$ cat src/rtl/ubsf_pkg.sv
package ubsf_pkg;

    localparam int BYTE_DEPTH   = 64;
    localparam int SAMPLE_DEPTH = 64;
    localparam int BYTE_AW      = $clog2(BYTE_DEPTH);
    localparam int SAMPLE_AW    = $clog2(SAMPLE_DEPTH);

    localparam int BYTE_W   = 8;
    localparam int SAMPLE_W = 10;
    localparam int LOW_W    = SAMPLE_W - BYTE_W;

    localparam int FUNC_W = 2;
    localparam logic [FUNC_W-1:0] FUNC_RX         = 2'd0;
    localparam logic [FUNC_W-1:0] FUNC_POP_BYTE   = 2'd1;
    localparam logic [FUNC_W-1:0] FUNC_POP_SAMPLE = 2'd2;

    localparam int CMDQ_DEPTH = 2;
    localparam int CMDQ_AW    = $clog2(CMDQ_DEPTH);
    localparam int CMDQ_CW    = $clog2(CMDQ_DEPTH + 1);

    typedef enum logic [1:0] {
        OP_PUSH_BYTE,
        OP_PUSH_SAMPLE,
        OP_POP_BYTE,
        OP_POP_SAMPLE
    } op_t;

    typedef struct packed {
        op_t                 op;
        logic [SAMPLE_W-1:0] data;
    } cmd_t;

    function automatic logic [BYTE_AW-1:0] byte_wrap(input logic [BYTE_AW-1:0] p);
        return (p == BYTE_AW'(BYTE_DEPTH - 1)) ? '0 : p + BYTE_AW'(1);
    endfunction

    function automatic logic [SAMPLE_AW-1:0] sample_wrap(input logic [SAMPLE_AW-1:0] p);
        return (p == SAMPLE_AW'(SAMPLE_DEPTH - 1)) ? '0 : p + SAMPLE_AW'(1);
    endfunction

endpackage

$ cat src/rtl/ubsf_ram.sv
module ubsf_ram #(
    parameter int WIDTH = 8,
    parameter int DEPTH = 64
) (
    input  logic                     aclk,
    input  logic                     we,
    input  logic [$clog2(DEPTH)-1:0] waddr,
    input  logic [WIDTH-1:0]         wdata,
    input  logic                     re,
    input  logic [$clog2(DEPTH)-1:0] raddr,
    output logic [WIDTH-1:0]         rdata
);

    logic [WIDTH-1:0] mem [DEPTH];

    always_ff @(posedge aclk) begin
        if (we) begin
            mem[waddr] <= wdata;
        end
        if (re) begin
            rdata <= mem[raddr];
        end
    end

endmodule

$ cat src/rtl/ubsf_front.sv
module ubsf_front (
    input  logic                          aclk,
    input  logic                          aresetn,
    input  logic                          in_valid,
    output logic                          in_ready,
    input  logic [ubsf_pkg::FUNC_W-1:0]   func,
    input  logic [ubsf_pkg::BYTE_W-1:0]   rx_byte,
    input  logic                          ten_bit_mode,
    output logic                          cmd_valid,
    output ubsf_pkg::cmd_t                cmd,
    input  logic                          cmd_ready
);

    logic [ubsf_pkg::BYTE_W-1:0] held_reg, held_next;
    logic                        await_reg, await_next;
    logic                        accept;

    assign in_ready = cmd_ready;
    assign accept   = in_valid && cmd_ready;

    always_comb begin
        held_next = held_reg;
        await_next = await_reg;
        cmd_valid = 1'b0;
        cmd.op = ubsf_pkg::OP_PUSH_BYTE;
        cmd.data = {{ubsf_pkg::LOW_W{1'b0}}, rx_byte};
        case (func)
            ubsf_pkg::FUNC_RX: begin
                if (!ten_bit_mode) begin
                    cmd_valid = in_valid;
                end else if (!await_reg) begin
                    if (accept) begin
                        held_next = rx_byte;
                        await_next = 1'b1;
                    end
                end else begin
                    cmd_valid = in_valid;
                    cmd.op = ubsf_pkg::OP_PUSH_SAMPLE;
                    cmd.data = {held_reg, rx_byte[ubsf_pkg::LOW_W-1:0]};
                    if (accept) begin
                        await_next = 1'b0;
                    end
                end
            end
            ubsf_pkg::FUNC_POP_BYTE: begin
                cmd_valid = in_valid;
                cmd.op = ubsf_pkg::OP_POP_BYTE;
            end
            ubsf_pkg::FUNC_POP_SAMPLE: begin
                cmd_valid = in_valid;
                cmd.op = ubsf_pkg::OP_POP_SAMPLE;
            end
            default: begin
                cmd_valid = 1'b0;
            end
        endcase
    end

    always_ff @(posedge aclk) begin
        held_reg <= held_next;
        if (!aresetn) begin
            await_reg <= 1'b0;
        end else begin
            await_reg <= await_next;
        end
    end

endmodule

$ cat src/rtl/ubsf_cmd_queue.sv
module ubsf_cmd_queue (
    input  logic           aclk,
    input  logic           aresetn,
    input  logic           wr_valid,
    output logic           wr_ready,
    input  ubsf_pkg::cmd_t wr_cmd,
    output logic           rd_valid,
    input  logic           rd_ready,
    output ubsf_pkg::cmd_t rd_cmd
);

    ubsf_pkg::cmd_t                  slot_reg [ubsf_pkg::CMDQ_DEPTH];
    logic [ubsf_pkg::CMDQ_AW-1:0]    wptr_reg, wptr_next;
    logic [ubsf_pkg::CMDQ_AW-1:0]    rptr_reg, rptr_next;
    logic [ubsf_pkg::CMDQ_CW-1:0]    count_reg, count_next;
    logic                            do_wr, do_rd;

    assign wr_ready = count_reg != ubsf_pkg::CMDQ_CW'(ubsf_pkg::CMDQ_DEPTH);
    assign rd_valid = count_reg != '0;
    assign rd_cmd   = slot_reg[rptr_reg];
    assign do_wr    = wr_valid && wr_ready;
    assign do_rd    = rd_valid && rd_ready;

    always_comb begin
        wptr_next = wptr_reg;
        rptr_next = rptr_reg;
        count_next = count_reg;
        if (do_wr) begin
            wptr_next = (wptr_reg == ubsf_pkg::CMDQ_AW'(ubsf_pkg::CMDQ_DEPTH - 1)) ?
                        '0 : wptr_reg + ubsf_pkg::CMDQ_AW'(1);
        end
        if (do_rd) begin
            rptr_next = (rptr_reg == ubsf_pkg::CMDQ_AW'(ubsf_pkg::CMDQ_DEPTH - 1)) ?
                        '0 : rptr_reg + ubsf_pkg::CMDQ_AW'(1);
        end
        if (do_wr && !do_rd) begin
            count_next = count_reg + ubsf_pkg::CMDQ_CW'(1);
        end else if (do_rd && !do_wr) begin
            count_next = count_reg - ubsf_pkg::CMDQ_CW'(1);
        end
    end

    always_ff @(posedge aclk) begin
        if (do_wr) begin
            slot_reg[wptr_reg] <= wr_cmd;
        end
        if (!aresetn) begin
            wptr_reg <= '0;
            rptr_reg <= '0;
            count_reg <= '0;
        end else begin
            wptr_reg <= wptr_next;
            rptr_reg <= rptr_next;
            count_reg <= count_next;
        end
    end

endmodule

$ cat src/rtl/ubsf_back.sv
module ubsf_back (
    input  logic                           aclk,
    input  logic                           aresetn,
    input  logic                           cmd_valid,
    output logic                           cmd_ready,
    input  ubsf_pkg::cmd_t                 cmd,
    output logic                           out_valid,
    input  logic                           out_ready,
    output logic                           pop_valid,
    output logic [ubsf_pkg::SAMPLE_W-1:0]  pop_data
);

    logic [ubsf_pkg::BYTE_AW-1:0]   bwp_reg, bwp_next, brp_reg, brp_next, bwp_inc;
    logic [ubsf_pkg::SAMPLE_AW-1:0] swp_reg, swp_next, srp_reg, srp_next, swp_inc;
    logic                           pend_reg, pend_hit_reg, pend_smp_reg;
    logic                           out_valid_reg, out_valid_next;
    logic                           out_hit_reg;
    logic [ubsf_pkg::SAMPLE_W-1:0]  out_data_reg;
    logic                           is_pop, fire;
    logic                           push_b, push_s, pop_b, pop_s;
    logic                           b_empty, s_empty;
    logic [ubsf_pkg::BYTE_W-1:0]    b_rdata;
    logic [ubsf_pkg::SAMPLE_W-1:0]  s_rdata;

    assign is_pop    = cmd.op inside {ubsf_pkg::OP_POP_BYTE, ubsf_pkg::OP_POP_SAMPLE};
    assign cmd_ready = is_pop ? (!pend_reg && (!out_valid_reg || out_ready)) : 1'b1;
    assign fire      = cmd_valid && cmd_ready;
    assign push_b    = fire && (cmd.op == ubsf_pkg::OP_PUSH_BYTE);
    assign push_s    = fire && (cmd.op == ubsf_pkg::OP_PUSH_SAMPLE);
    assign pop_b     = fire && (cmd.op == ubsf_pkg::OP_POP_BYTE);
    assign pop_s     = fire && (cmd.op == ubsf_pkg::OP_POP_SAMPLE);
    assign b_empty   = brp_reg == bwp_reg;
    assign s_empty   = srp_reg == swp_reg;
    assign bwp_inc   = ubsf_pkg::byte_wrap(bwp_reg);
    assign swp_inc   = ubsf_pkg::sample_wrap(swp_reg);

    // full push drops the oldest entry
    always_comb begin
        bwp_next = bwp_reg;
        brp_next = brp_reg;
        swp_next = swp_reg;
        srp_next = srp_reg;
        if (push_b) begin
            bwp_next = bwp_inc;
            if (bwp_inc == brp_reg) begin
                brp_next = ubsf_pkg::byte_wrap(brp_reg);
            end
        end
        if (pop_b && !b_empty) begin
            brp_next = ubsf_pkg::byte_wrap(brp_reg);
        end
        if (push_s) begin
            swp_next = swp_inc;
            if (swp_inc == srp_reg) begin
                srp_next = ubsf_pkg::sample_wrap(srp_reg);
            end
        end
        if (pop_s && !s_empty) begin
            srp_next = ubsf_pkg::sample_wrap(srp_reg);
        end
    end

    always_comb begin
        if (pend_reg) begin
            out_valid_next = 1'b1;
        end else if (out_ready) begin
            out_valid_next = 1'b0;
        end else begin
            out_valid_next = out_valid_reg;
        end
    end

    ubsf_ram #(
        .WIDTH (ubsf_pkg::BYTE_W),
        .DEPTH (ubsf_pkg::BYTE_DEPTH)
    ) u_byte_ram (
        .aclk  (aclk),
        .we    (push_b),
        .waddr (bwp_reg),
        .wdata (cmd.data[ubsf_pkg::BYTE_W-1:0]),
        .re    (pop_b && !b_empty),
        .raddr (brp_reg),
        .rdata (b_rdata)
    );

    ubsf_ram #(
        .WIDTH (ubsf_pkg::SAMPLE_W),
        .DEPTH (ubsf_pkg::SAMPLE_DEPTH)
    ) u_sample_ram (
        .aclk  (aclk),
        .we    (push_s),
        .waddr (swp_reg),
        .wdata (cmd.data),
        .re    (pop_s && !s_empty),
        .raddr (srp_reg),
        .rdata (s_rdata)
    );

    always_ff @(posedge aclk) begin
        pend_hit_reg <= pop_b ? !b_empty : !s_empty;
        pend_smp_reg <= pop_s;
        if (pend_reg) begin
            out_hit_reg <= pend_hit_reg;
            if (!pend_hit_reg) begin
                out_data_reg <= '0;
            end else if (pend_smp_reg) begin
                out_data_reg <= s_rdata;
            end else begin
                out_data_reg <= {{ubsf_pkg::LOW_W{1'b0}}, b_rdata};
            end
        end
        if (!aresetn) begin
            bwp_reg <= '0;
            brp_reg <= '0;
            swp_reg <= '0;
            srp_reg <= '0;
            pend_reg <= 1'b0;
            out_valid_reg <= 1'b0;
        end else begin
            bwp_reg <= bwp_next;
            brp_reg <= brp_next;
            swp_reg <= swp_next;
            srp_reg <= srp_next;
            pend_reg <= pop_b || pop_s;
            out_valid_reg <= out_valid_next;
        end
    end

    assign out_valid = out_valid_reg;
    assign pop_valid = out_hit_reg;
    assign pop_data  = out_data_reg;

    a_pend_single: assert property (@(posedge aclk) disable iff (!aresetn)
        pend_reg |=> !pend_reg)
        else $error("read issued on back-to-back cycles");

    a_pend_lands: assert property (@(posedge aclk) disable iff (!aresetn)
        pend_reg |=> out_valid_reg)
        else $error("pending read did not reach output register");

    a_pend_free: assert property (@(posedge aclk) disable iff (!aresetn)
        pend_reg |-> (!out_valid_reg || out_ready))
        else $error("read data would overwrite an untaken result");

    a_empty_zero: assert property (@(posedge aclk) disable iff (!aresetn)
        (pop_b && b_empty) |=> (pend_reg && !pend_hit_reg))
        else $error("empty byte pop not reported as empty");

endmodule

$ cat src/rtl/uart_byte_and_sample_fifos_top.sv
// UART receive stream into a byte FIFO and a 10-bit sample FIFO.
// Slave channel s_*: one transfer per operation. s_tuser selects it
// (received byte, pop byte FIFO, pop sample FIFO; code 3 is dropped) and
// carries the mode pin; s_tdata carries the received byte.
// In 10-bit mode two received bytes form one sample: high eight bits from
// the first, low two bits from the second.
// Master channel m_*: one transfer per pop. m_tuser is 1 when an entry was
// returned, 0 when the FIFO was empty (m_tdata then zero).
// Both FIFOs hold up to 63 entries; a push into a full FIFO drops the oldest.
// A push is taken every cycle unless pops waiting ahead of it fill the
// command queue; a pop occupies the memory read port and output register,
// so the next pop waits until it is done. A pop passes through the 2-entry
// command queue, the registered RAM read and the output register to m_tvalid.
// Reset (aresetn low, synchronous) empties both FIFOs, the command queue and
// clears a pending half-sample. While m_tready is low the result is held,
// further pops wait in the command queue, and s_tready drops once the queue
// is full.
module uart_byte_and_sample_fifos_top (
    input  logic        aclk,
    input  logic        aresetn,
    input  logic        s_tvalid,
    output logic        s_tready,
    input  logic [7:0]  s_tdata,   // [7:0] rx_byte
    input  logic [2:0]  s_tuser,   // [1:0] func, [2] ten_bit_mode
    output logic        m_tvalid,
    input  logic        m_tready,
    output logic [15:0] m_tdata,   // [9:0] pop_data, [15:10] zero
    output logic [0:0]  m_tuser    // [0] pop_valid
);

    logic                           cmd_valid, cmd_ready;
    ubsf_pkg::cmd_t                 cmd;
    logic                           q_valid, q_ready;
    ubsf_pkg::cmd_t                 q_cmd;
    logic                           pop_valid;
    logic [ubsf_pkg::SAMPLE_W-1:0]  pop_data;

    ubsf_front u_front (
        .aclk         (aclk),
        .aresetn      (aresetn),
        .in_valid     (s_tvalid),
        .in_ready     (s_tready),
        .func         (s_tuser[1:0]),
        .rx_byte      (s_tdata),
        .ten_bit_mode (s_tuser[2]),
        .cmd_valid    (cmd_valid),
        .cmd          (cmd),
        .cmd_ready    (cmd_ready)
    );

    ubsf_cmd_queue u_queue (
        .aclk     (aclk),
        .aresetn  (aresetn),
        .wr_valid (cmd_valid),
        .wr_ready (cmd_ready),
        .wr_cmd   (cmd),
        .rd_valid (q_valid),
        .rd_ready (q_ready),
        .rd_cmd   (q_cmd)
    );

    ubsf_back u_back (
        .aclk      (aclk),
        .aresetn   (aresetn),
        .cmd_valid (q_valid),
        .cmd_ready (q_ready),
        .cmd       (q_cmd),
        .out_valid (m_tvalid),
        .out_ready (m_tready),
        .pop_valid (pop_valid),
        .pop_data  (pop_data)
    );

    assign m_tdata = {{(16 - ubsf_pkg::SAMPLE_W){1'b0}}, pop_data};
    assign m_tuser = pop_valid;

endmodule
$ cat config.mk
export PLATFORM = sky130hd
export DESIGN_NAME = uart_byte_and_sample_fifos_top
export DESIGN_NICKNAME = d
export VERILOG_FILES = /design/src/rtl/ubsf_pkg.sv /design/src/rtl/ubsf_ram.sv /design/src/rtl/ubsf_front.sv /design/src/rtl/ubsf_cmd_queue.sv /design/src/rtl/ubsf_back.sv /design/src/rtl/uart_byte_and_sample_fifos_top.sv
export SDC_FILE = /design/constraint.sdc
export NUM_CORES = 1
export LEC_CHECK = 0
export CAP_MARGIN = 20
export CORE_UTILIZATION = 63
export DETAILED_ROUTE_END_ITERATION = 12
export DONT_BUFFER_PORTS = 1
export PLACE_DENSITY = 0.79
export RECOVER_POWER = 25
export SLEW_MARGIN = 5
export SYNTH_ARGS = -nofsm -noshare
export SYNTH_HDL_FRONTEND = slang
export SYNTH_SLANG_ARGS = --single-unit
export TNS_END_PERCENT = 5
$ cat constraint.sdc
create_clock -name aclk -period 3.49 [get_ports aclk]
set_clock_uncertainty 0.2 [all_clocks]
set_input_delay 0.698 -clock aclk [delete_from_list [all_inputs] [get_ports aclk]]
set_output_delay 0.698 -clock aclk [all_outputs]
set_load 0.05 [all_outputs]
==> summary.md, run 1 <==
| Metric | Value |
|---|---|
| Outcome | complete, no violations |
| DR DRC count | 0 |
| Total routing resource utilization after global routing | 0.310 |
| Final HPWL DP | 66.5 mm |
| Max rail drop VDD | 899 uV |
| Crit path largest cell delay | 570 ps |
| Hold/Removal Path Class | in -> reg |
| Total placed instance area | 51200 sq um |
| Number of violations of the max-capacitance limit | 0 |
| Die Ht | 281 um |
| Pin count of the biggest net entering global routing | 82 |
| Number of global-route vias before repair | 25000 |
| Worst Path Class, Setup | reg -> reg |
| Most frequent cells in the layout | sky130_fd_sc_hd__edfxtp_1, sky130_fd_sc_hd__mux4_2, sky130_fd_sc_hd__nor2_1 |
| Number of register bits inferred by synthesis | 1247 |
| Post-detailed-route wirelength per cell | 33.2 um |
| Number of search-and-repair iterations in the first detailed-routing pass | 8 |
| Worst slew margin relative to its limit | 0.0285 |
| Worst EP arrival | 3740 ps |
| Sequential area share after synthesis | 0.759 |
| TritonCTS clock tree | yes |
| Critical path, cell by cell | ha_1, nand2_1, or4_1, a211o_1, nor4_4, nor2_2, o41ai_2 |
| ANT cells | 0 |
| Number of standard-cell rows in the floorplan | 101 |
| Setup crit end kind | register |
| Total number of vias | 24700 |
| Startpoint types | register |
| Library cells used by synthesis | 68 |
| Data required time at the worst endpoint | 3850 ps |
| Clk slew on worst S/H paths | 60 ps |
| Number of I/O pins | 34 |
| Count of nets left with antenna violations after detail routing | 0 |
| Aggregate negative setup slack | 0 ps |
| Fin crit period | 3380 ps |
| Top flip-flop cell by instance count after synthesis | sky130_fd_sc_hd__edfxtp_1 |
| Clock latency at the later pin of the worst-skew pair | 700 ps |
| Leakage power | 16.9 nW |
| Final setup violation count | 0 |
| Fraction of final layout cells sized beyond drive strength 1 | 0.291 |
| Final cycle utilization of the critical path | 0.968 |
| Number of H-tree branching levels | 3 |
| Most frequent standard cell in the layout excluding fill and tap cells | sky130_fd_sc_hd__edfxtp_1 |
| Max FFs per register | 640 |
| Post-Synthesis Cells | 2252 |
| Clock root cell | sky130_fd_sc_hd__clkbuf_16 |
| Number of synthesized flops with an enable pin | 1213 |
| Area growth, synth to finish | 12.7% |
| Number of buffers on the longest clock path | 3 |
| Die area | 78700 sq um |
| Number of antenna violations at the first check in global routing | 3 |
| Transition time at the pin with the least slew margin | 1460 ps |
| Design area | 55100 sq um |
| Share of async-settable or async-resettable flops after synthesis | 0 |
| Post-Syn Area | 48900 sq um |
| Buffers added on ports | 0 |
| Synthesized area per cell | 21.7 sq um |
| Max-slew violations | 0 |
| Total power divided by cell area | 618 nW/um^2 |
| First-pass GRT wire length | 172 mm |
| Core region area | 76300 sq um |
| Topmost layer with routed signal wires | met5 |
| Routed wl met3 | 13.3 mm |
| Fin worst setup slack | 113 ps |
| Crit Path Max Fanout | 11 |
| Starting Density | 0.641 |
| Cells after DPL | 3325 |
| Final wirelength | 118 mm |
| Total length of routed met2 wires | 57.9 mm |
| Number of buffers inserted to repair setup after CTS | 0 |
| Final hold violation count | 0 |
| Unrepaired setup endpoints after global routing | no |
| Number of sinks handled by clock tree synthesis | 1247 |
| Die span in x | 281 um |
| Yosys warnings | 0 |
| Post-detailed-route via-to-cell ratio | 6.95 |
| Drt first-iter violations | 3700 |
| Cell type of the slowest stage on the worst timing path | sky130_fd_sc_hd__dfxtp_1 |
| Place WS | 95.8 ps |
| Achievable clock frequency | 296 MHz |
| Clock buffer count from CTS | 117 |
| Global route total overflow | 0 |
| Global placer's final weighted congestion | 0.870 |
| Net count of the finished layout | 2447 |
| Cell Count, Final, Fillers Out | 3556 |
| Wire length on met1 | 42.8 mm |
worst paths after layout:
check                       to  cells past startpoint         startpoint  slack (ps)
min          u_back.srp_reg[4]                      2            aresetn          30
max          u_back.srp_reg[5]                      7  u_back.swp_reg[0]         110
max reg2reg  u_back.srp_reg[5]                      7  u_back.swp_reg[0]         110
min reg2reg           register                      2   u_queue.rptr_reg         310
synthesized netlist by cell type, drive strengths merged, types with 5 or more instances:
library cell,number,area [sq um]
a21oi,15,75.1
and3,5,31.3
buf,57,290
clkbuf,70,263
dfxtp,34,681
edfxtp,1213,36400
ha,7,87.6
inv,10,37.5
mux2,35,394
mux2i,37,370
mux4,360,8110
nand2,63,236
nand2b,6,37.5
nand3,18,95.1
nand3b,11,82.6
nand4,5,31.3
nor2,165,622
nor2b,13,81.3
nor3,6,30.0
o21ai,28,140
or3,9,56.3
xnor2,15,131
xor2,9,78.8
timing repair:
item / in CTS / in global routing
endpoints found under the hold margin: 19 / 0
resized for setup: 0 / 1
endpoints found under the setup margin: 0 / 144
hold buffers: 9 / 0
layout make-up:
type | count | area [sq um]
clock buffers | 156 | 3180
inverters | 11 | 41.3
fillers | 4113 | 21300
flip-flops and latches | 1247 | 37100
multi-input cells | 872 | 11200
clock inverters | 64 | 638
well taps | 1030 | 1290
repair buffers | 176 | 1570
metal layers:
layer / vias to the layer above / track usage
li1: 9708 / -
met1: 12900 / 0.433
met2: 1874 / 0.494
met3: 281 / 0.0696
met4: 4 / 0.101
met5: - / 0
cells by family after synthesis:
| logic type | after synthesis | share of synthesized area |
|---|---|---|
| adder cells (fa/ha/maj) | 7 | 0.00179 |
| AO/OA/AOI/OAI | 83 | 0.0115 |
| XOR/XNOR | 24 | 0.00430 |
| multiplexers | 432 | 0.181 |
| buffers and inverters | 138 | 0.0122 |
| other | 1 | 0.0000767 |
| AND/OR/NAND/NOR | 320 | 0.0298 |
| flip-flops | 1247 | 0.759 |
critical path, delay by kind of cell, from the launching register on:
family          cells  cell delay (ps)
simple gates        4             1300
compound gates      2              790
flops               1              570
fa+ha+maj           1              360
power by group:
| group | leakage (nW) | total [W] | switching [W] | internal [W] |
|---|---|---|---|---|
| logic | 3.86 | 0.00339 | 0.00236 | 0.00102 |
| registers | 11.2 | 0.0180 | 0.000259 | 0.0177 |
| clock network | 1.84 | 0.0127 | 0.00551 | 0.00715 |
stage by stage:
step	util	power (W)	hold slack, ps
finish	0.722	0.0340	29.9
global route	0.722	0.0348	14.4
CTS	0.722	0.0341	1.05
detailed placement	0.671	0.0216	300
global placement	0.671	0.0214	286
floorplan	-	0.0201	272
Power figures use the tool's default switching activity.
==> inputs of run 2 (changes only) <==
REMOVE_ABC_BUFFERS = 1   (was not set)
==> run 2 against run 1 <==
Effect of this change: the run now ends with max-capacitance violations, max-slew violations left; sequential share of layout area rose by 0.30 points; fmax grew 1.5%; flip-flop and latch count unchanged; worst setup slack better by 49 ps; final cell count down 0.11%; global-route usage fell by 2.0 points; clock power fell by 5%; core utilization fell by 0.32 points; highest routed layer unchanged; critical path depth is the same.
==> summary.md, run 2 (synthesis gave the netlist of run 1 again) <==
| Metric | Value |
|---|---|
| Post-detailed-route wirelength per cell | 31.0 um (-6.9%) |
| Final hold violation count | 0 (unchanged) |
| Die Ht | 281 um (unchanged) |
| Final HPWL DP | 64.9 mm (-2.5%) |
| Count of nets left with antenna violations after detail routing | 0 (unchanged) |
| Number of global-route vias before repair | 24400 (-2.8%) |
| Die area | 78700 sq um (unchanged) |
| First-pass GRT wire length | 162 mm (-5.6%) |
| Buffers added on ports | 0 (unchanged) |
| Filler instances | 4242 (+3.1%) |
| Achievable clock frequency | 300 MHz (+1.5%) |
| Number of I/O pins | 34 (unchanged) |
| Fraction of final layout cells sized beyond drive strength 1 | 0.289 (-0.00113) |
| Worst Path Class, Setup | reg -> reg |
| Number of antenna violations at the first check in global routing | 5 (+2) |
| Max-slew violations | 242 (+242) |
| Core region area | 76300 sq um (unchanged) |
| Share of power burned in registers | 0.539 (+0.011) |
| Total routing resource utilization after global routing | 0.290 (-0.0203) |
| Final setup violation count | 0 (unchanged) |
| Worst slew margin relative to its limit | -0.203 (-0.232) |
| Fin crit period | 3330 ps (-49.3 ps) |
| Unrepaired setup endpoints after global routing | no |
| Clock root cell | sky130_fd_sc_hd__clkbuf_16 |
| Leakage power | 16.8 nW (-0.44%) |
| Tot Pwr | 0.0333 W (-2.1%) |
| Clk network pwr share | 0.363 (-0.009) |
| Most frequent standard cell in the layout excluding fill and tap cells | sky130_fd_sc_hd__edfxtp_1 |
| Pin count of the biggest net entering global routing | 86 (+4.9%) |
| Worst EP arrival | 3510 ps (-230 ps) |
| Setup crit end kind | register |
| Critical path, cell by cell | mux2i_1, buf_4, o21ai_1, nor2_1, nand4b_1, nor2_1, buf_4 |
| Number of buffers inserted to repair setup after CTS | 0 (unchanged) |
| Number of standard-cell rows in the floorplan | 101 (unchanged) |
| Cell type of the slowest stage on the worst timing path | sky130_fd_sc_hd__nand4b_1 |
| Starting Density | 0.641 (unchanged) |
| Most frequent cells in the layout | sky130_fd_sc_hd__edfxtp_1, sky130_fd_sc_hd__mux4_2, sky130_fd_sc_hd__nor2_1 |
| Aggregate negative setup slack | 0 ps (unchanged) |
| Total power divided by cell area | 607 nW/um^2 (-1.7%) |
| Global route total overflow | 0 (unchanged) |
| Net count of the finished layout | 2453 (+0.25%) |
| Number of buffers inserted by hold repair at cts | 10 (+1) |
| TritonCTS clock tree | yes |
| Data required time at the worst endpoint | 3680 ps (-170 ps) |
| Clock latency at the later pin of the worst-skew pair | 680 ps (-20 ps) |
| Design area | 54800 sq um (-0.45%) |
| Final wirelength | 110 mm (-7.0%) |
| Total number of vias | 23900 (-3.2%) |
| ANT cells | 0 (unchanged) |
| Crit Path Max Fanout | 8 (-3) |
| Number of instances resized during post-cts repair | 0 (unchanged) |
| Failing checks | max-capacitance violations, max-slew violations |
| Internal Dissipation | 0.0256 W (-1.2%) |
| Number of H-tree branching levels | 3 (unchanged) |
| Global placer's final weighted congestion | 0.864 (-0.72%) |
| Cell Count, Final, Fillers Out | 3552 (-0.11%) |
| Clk slew on worst S/H paths | 70 ps (about the same) |
| Post-detailed-route via-to-cell ratio | 6.74 (-3.1%) |
| Switching part of the total power | 0.232 (-0.00683) |
| Number of violations of the max-capacitance limit | 3 (+3) |
| Number of buffers on the longest clock path | 3 (unchanged) |
| Hold/Removal Path Class | in -> reg |
| Transition time at the pin with the least slew margin | 1810 ps (+348 ps) |
| Max rail drop VDD | 543 uV (-40%) |
| DR DRC count | 0 (unchanged) |
| Max FFs per register | 640 (unchanged) |
| Drt first-iter violations | 3234 (-13%) |
| Number of search-and-repair iterations in the first detailed-routing pass | 7 (-1) |
| Startpoint types | register |
| Die span in x | 281 um (unchanged) |
| Logic pwr share | 0.098 (-0.002) |
| Switching power | 0.00773 W (-4.9%) |
| Clock buffer count from CTS | 116 (-0.85%) |
| Cells after DPL | 3333 (+0.24%) |
| Outcome | complete, but fails checks |
| Area growth, synth to finish | 12.1% |
| Crit path largest cell delay | 760 ps (+190 ps) |
| Total placed instance area | 51200 sq um (about the same) |
| Final cycle utilization of the critical path | 0.954 (-0.0141) |
| Number of sinks handled by clock tree synthesis | 1247 (unchanged) |
==> run 2: changes by cell type in the layout (fill, tap and decap cells not counted), sizes merged <==
cell	delta
dlygate4sd3	+1
clkinv	+6
clkbuf	-4
clkinvlp	-5
inv	-4
bufinv	-1
buf	+3
==> run 2: worst paths after layout <==
| check | cells after the start | slack [ps] | startpoint | end |
|---|---|---|---|---|
| worst max-delay path | 7 | 160 | register | u_back.u_sample_ram.mem[5][0] |
| worst min register to register | 2 | 310 | u_queue.rptr_reg | u_queue.rptr_reg |
| worst min-delay path | 2 | 40 | aresetn | u_back.bwp_reg[5] |
| worst max register to register | 7 | 160 | register | u_back.u_sample_ram.mem[5][0] |
==> run 2: cell type report <==
cell class	instances	area (sq um)	area share
sequential	1247	37100	0.677
multi-input combinational	872	11200	0.205
clock buffer	149	3080	0.0562
timing repair buffer	183	1550	0.0282
tap	1030	1290	0.0235
clock inverter	60	523	0.00954
inverter	11	41.3	0.000753
==> run 2: routing by layer <==
layer | vias up | track usage | wire length [um]
li1 | 9701 | - | -
met1 | 12600 | 0.398 | 40800
met2 | 1419 | 0.478 | 55800
met3 | 239 | 0.0530 | 9830
met4 | 4 | 0.0937 | 3580
met5 | - | 0 | 27
==> run 2: worst max-delay path: cells and delay by family (launching register included) <==
family	cells	cell delay [ps]
AOI/OAI and AO/OA	1	100
DFF	1	370
muxes	1	230
buffers and inverters	2	410
and+or+nand+nor	3	1730
==> run 2: power by group through the flow <==
| stage | sequential, W | clock [W] | combinational (W) |
|---|---|---|---|
| 6_report | 0.0180 | 0.0121 | 0.00326 |
| 3_3_place_gp | 0.0182 | 0 | 0.00310 |
| 2_1_floorplan | 0.0184 | 0 | 0.00186 |
| 5_1_grt | 0.0180 | 0.0127 | 0.00343 |
| 3_5_place_dp | 0.0182 | 0 | 0.00326 |
| 4_1_cts | 0.0179 | 0.0122 | 0.00332 |
==> run 2: stage by stage <==
step / worst slack, ps / utilization / hold WS [ps]
floorplan: -5190 / - / 272
global placement: 455 / 0.671 / 285
detailed placement: 402 / 0.671 / 296
CTS: 299 / 0.719 / 1.23
global route: 111 / 0.718 / 45.5
finish: 162 / 0.718 / 40.7
